<file path="src/mpae_ram.sv">
// Generic single-port-write, single-port-read RAM with registered read data.
module mpae_ram #(
   parameter int WIDTH = 8,
   parameter int DEPTH = 256
) (
   input  logic                     clock,
   input  logic                     wr_en,
   input  logic [$clog2(DEPTH)-1:0] wr_addr,
   input  logic [WIDTH-1:0]         wr_data,
   input  logic                     rd_en,
   input  logic [$clog2(DEPTH)-1:0] rd_addr,
   output logic [WIDTH-1:0]         rd_data
);
   logic [WIDTH-1:0] mem_ff [DEPTH];
   logic [WIDTH-1:0] rd_data_ff;

   always_ff @(posedge clock) begin
      if (wr_en) begin
         mem_ff[wr_addr] <= wr_data;
      end
      if (rd_en) begin
         rd_data_ff <= mem_ff[rd_addr];
      end
   end

   assign rd_data = rd_data_ff;
endmodule

</file>
<file path="config.mk">
export PLATFORM = sky130hd
export DESIGN_NAME = mpae_ram
export DESIGN_NICKNAME = d
export VERILOG_FILES = /design/src/mpae_ram.sv
export SDC_FILE = /design/constraint.sdc
export NUM_CORES = 2
export LEC_CHECK = 0
export BUFFER_PORTS_ARGS = -buffer_cell sky130_fd_sc_hd__buf_2
export CAP_MARGIN = 10
export CORE_ASPECT_RATIO = 1.5
export CORE_MARGIN = 2
export CORE_UTILIZATION = 50
export CTS_CLUSTER_DIAMETER = 120
export DETAILED_ROUTE_END_ITERATION = 10
export PLACE_DENSITY = 0.77
export REMOVE_ABC_BUFFERS = 1
export SYNTH_ARGS = -nofsm -noshare
export SYNTH_HDL_FRONTEND = slang
export SYNTH_SLANG_ARGS = --single-unit
</file>
<file path="constraint.sdc">
create_clock -name clock -period 2.6 [get_ports clock]
set_input_delay 0.26 -clock clock [delete_from_list [all_inputs] [get_ports clock]]
set_output_delay 0.26 -clock clock [all_outputs]
set_load 0.03 [all_outputs]
</file>
---- After elaboration in Yosys (flattened, before gate mapping) ----
Memories as Yosys holds them, arrays and structs flattened. A register that Yosys moved wholly into a read port is not among the register bits.
Cells that the tools add are included.
word-level totals
  bits in registers ....................... 0
  bits in writable memories ............... 2048
  input port bits ......................... 27
  output and inout port bits .............. 8
  word-level logic and storage cells ...... 3
  memories ................................ 1
memory list
  name    depth  width  read ports  clocked after memory_dff  write ports  line  RTL
  mem_ff  256    8      1           1                         1            14    logic [WIDTH-1:0] mem_ff [DEPTH];
cells by class
  mux-type cells .......................... 2
operator list
  kind               number
  1-bit two-way mux  2

---- Longest topological paths before layout ----
  word-level depth ........................ 2
  gate-level depth with buffers ........... 11
  depth with buffers taken out ............ 6

---- Worst setup path after synthesis ----
OpenSTA, ideal clock, no wires.
  path kind ............................... input port to flip-flop
  from .................................... in rd_addr[0]
  to ...................................... reg rd_data_ff[2], in the netlist rd_data[2], read port of mem_ff (data pin)
  library setup time ...................... 0.269 ns
  arrival ................................. 2.067 ns
  path slack .............................. 0.264 ns
  stages on the path ...................... 9
  path through ............................ buf_6 buf_12 buf_8 buf_2 mux4_2 a22oi_1 a21oi_1 nor4_1 nor4_2
RTL lines
  what         line  RTL
  from (decl)  11    input logic [$clog2(DEPTH)-1:0] rd_addr,
  to (decl)    15    logic [WIDTH-1:0] rd_data_ff;

==> key figures <==
Critical path
  – Path type of the worst setup path: reg -> reg
  – R2r worst-path depth: 7
  – CP arrival: 3160 ps
  – Source of the worst register-to-register timing path: mem_ff[142][2]
  – Critical Path Sink Type: register
  – Data required time of the critical path: 3160 ps
  – Largest fanout on the critical path: 1
  – Worst reg2reg setup slack: -1 ps
  – FF-to-FF End: rd_data[2]
  – Critical Path Start Type: register

Place
  – Global placement routability congestion: 0.9208
  – Buffers on Ports: 34
  – DP HPWL: 131300 um
  – Pre-CTS setup slack: -971.8 ps
  – Placed standard-cell area: 86880 um^2

Global route
  – Global-route total usage across every layer: 25.23%
  – First-pass GRT wire length: 293000 um
  – Number of antenna violations at the first check in global routing: 9
  – Congestion Overflow GR: 0
  – Number of global-route vias before repair: 42.57k
  – Pin count of the biggest net entering global routing: 96

Drt
  – Vias after detailed routing: 41.61k
  – Final routed DRC violation total: 0
  – Number of vias per cell after detailed routing: 6.330
  – Number of DRC markers in iteration 0: 5449
  – Detail-routed net length per standard cell: 30.92 um
  – ANT nets after route: 0
  – Router iterations before antenna repair: 7
  – Detailed Route WL: 203300 um

Yosys
  – Proportion of netlist area held by the largest area contributor: 77.53%
  – Count of different cell masters after synthesis: 54
  – Per-instance average area after synthesis: 21.33 um^2
  – Biggest area consumer among synthesized cells: edfxtp_1
  – Most common flop cell mapped by yosys: edfxtp_1
  – Number of enable-type register cells in the synthesized netlist: 2056
  – Synth Instances: 3733
  – Post-synth design cell area: 79640 um^2
  – Share of synthesized flip-flops with an asynchronous set or reset: 0%
  – Most common cell in the synthesized netlist: edfxtp_1
  – Warnings, synthesis: 0
  – List of most frequent post-synthesis cells: edfxtp_1 (2056), mux4_2 (454), nor2_1 (282)
  – Sequential share of the synthesized area: 77.53%
  – Top cells by area, synth: edfxtp_1 (78%), mux4_2 (13%), mux2i_1 (1.7%)
  – Number of synthesized register bits: 2056

Power and ir drop
  – Worst vdd rail ir drop: 0.7370 mV
  – Power Density: 719.4 nW/um^2
  – Leakage component of the power: 0.02985 uW
  – PnR Total Power: 66690 uW

Floorplan
  – Area of the core: 158300 um^2
  – Die outline area: 162500 um^2
  – Die Height: 492.8 um
  – Die outline width: 329.9 um
  – Initial Util: 50.29%
  – IO Count: 35
  – Placement row count: 179

STA
  – Clock skew after layout: 23.83 ps
  – RSZ-0062 raised after global routing: false
  – Fin crit period: 2601 ps
  – Number of failing hold endpoints at the final stage: 0
  – Slew margin rel.: 30.54%
  – Fmax: 384.5 MHz
  – Final worst-path cycle share: 100.0%
  – Post-layout worst setup margin: -1.116 ps
  – Final hold slack: 41.37 ps
  – Number of pins exceeding their max-slew limit in the final report: 0
  – Least-Margin Pin Slew: 1038 ps
  – Finish-stage setup viols: 1

Finish
  – Cell area after layout: 92710 um^2
  – Synth-to-layout area growth: 16.41%
  – Fin util: 58.55%
  – Fraction of layout instances using a drive strength above 1: 31.69%
  – Number of nets at the end of the flow: 4379

Clock tree
  – Master cell of the clock root buffer: clkbuf_16
  – Num Clock Sinks: 2056
  – Number of buffers created by CTS: 165
  – TritonCTS clock tree: done
  – Post CTS Setup Buffer Count: 0
  – Worst-skew pair later-pin latency: 810 ps
  – H-tree levels: 4
  – Clock Tree Buf Depth: 3
  – Register clock-pin slew on the reported worst setup and hold paths: 70 ps

Worst hold path
  – Source of the worst hold timing path: wr_data[2]
  – Hold/Removal Path Class: in -> reg
  – Cell depth of the worst min-delay path: 1
  – Terminating pin of the worst hold path: mem_ff[48][2]

Run status
  – Failing checks: setup timing
  – Outcome: finished with violations

Job
  – Max-cap violations: 0
[through the flow]
stage	std cells	TNS, ps
floorplan	3500	-923.6
global placement	6259	-7109
CTS	6565	0
global route	6567	0
detailed placement	6261	-5702
finish	6574	-1.116
[layer usage]
metal | track usage (%) | vias up | wire length (um)
met2 | 43.80 | 2544 | 106000
met1 | 29.26 | 21550 | 65960
met3 | 3.712 | 611 | 16540
li1 | - | 16900 | -
met5 | 0 | - | 13
met4 | 16.15 | 2 | 14760
[critical path, stage by stage, from the launching register on]
cell and delay [ps]:
edfxtp_1 400, mux4_2 550, mux4_2 480, nor2_1 130, a2111oi_1 90, nor3_2 450
buf_4 210, nor4_2 40
[report_power, final]
part | switching, uW | internal (uW) | total (uW)
combinational | 2330 | 1520 | 3860
clock | 11600 | 14600 | 26300
sequential | 51.6 | 36500 | 36600
[cells by family (layout without fill, tap and decap cells)]
family | count (synthesis) | in the layout | share of synthesized area (%)
AOI/OAI and AO/OA | 385 | 385 | 3.416
and+or+nand+nor | 466 | 466 | 2.625
buffers and inverters | 235 | 986 | 1.829
muxes | 591 | 591 | 14.60
DFF | 2056 | 2056 | 77.53
other | 0 | 9 | 0
[cell type report]
| cell class | count | area (um^2) |
|---|---|---|
| fill | 10570 | 65640 |
| sequential | 2056 | 61740 |
| multi-input combinational | 1442 | 16600 |
| timing repair buffer | 685 | 6076 |
| clock buffer | 189 | 4240 |
| tap | 2081 | 2604 |
| clock inverter | 110 | 1419 |
| antenna | 9 | 22.52 |
| inverter | 2 | 7.507 |
[state kept, by name (all words and copies together) (netlist names)]
signal and count:
mem_ff 2048, rd_data 8
[worst max path at each step]
stage                   start  cells after the start          to
3_5_place_dp       rd_addr[0]                      8  rd_data[6]
3_3_place_gp       rd_addr[0]                      9  rd_data[2]
6_report       mem_ff[142][2]                      7  rd_data[2]
2_1_floorplan      rd_addr[2]                      6  rd_data[6]
5_1_grt        mem_ff[128][1]                      7  rd_data[1]
4_1_cts        mem_ff[143][4]                      7  rd_data[4]
[layout by cell type, fill, tap and decap left out, types with 8 or more instances in the layout]
| master | instances |
|---|---|
| buf_4 | 574 |
| o221ai_1 | 46 |
| mux2i_1 | 134 |
| clkbuf_16 | 166 |
| nand4_1 | 10 |
| o21ai_0 | 10 |
| a21oi_1 | 96 |
| clkbuf_1 | 23 |
| buf_12 | 73 |
| nor2_1 | 278 |
| a211oi_1 | 16 |
| clkbuf_8 | 8 |
| bufinv_16 | 28 |
| nand2_1 | 33 |
| nor3_1 | 19 |
| a22oi_1 | 133 |
| buf_2 | 23 |
| nor2b_1 | 28 |
| nor4_1 | 18 |
| o22ai_1 | 28 |
| clkinv_2 | 35 |
| a221oi_1 | 11 |
| mux4_2 | 454 |
| edfxtp_1 | 2056 |
| nand2b_1 | 8 |
| clkinv_1 | 23 |
| nor4_2 | 8 |
| diode_2 | 9 |
| a22o_1 | 8 |
| nand3_1 | 34 |
| o211ai_1 | 10 |
[timing repair]
| action | in CTS | in global routing |
|---|---|---|
| hold endpoints to repair | 118 | 0 |
| resized for setup | 6 | 10 |
| hold buffers | 5 | 0 |
| cloned | 0 | 0 |
| setup endpoints to repair | 5 | 5 |
| pin swaps | 0 | 2 |
No activity file was read; power rests on OpenSTA's default activity.
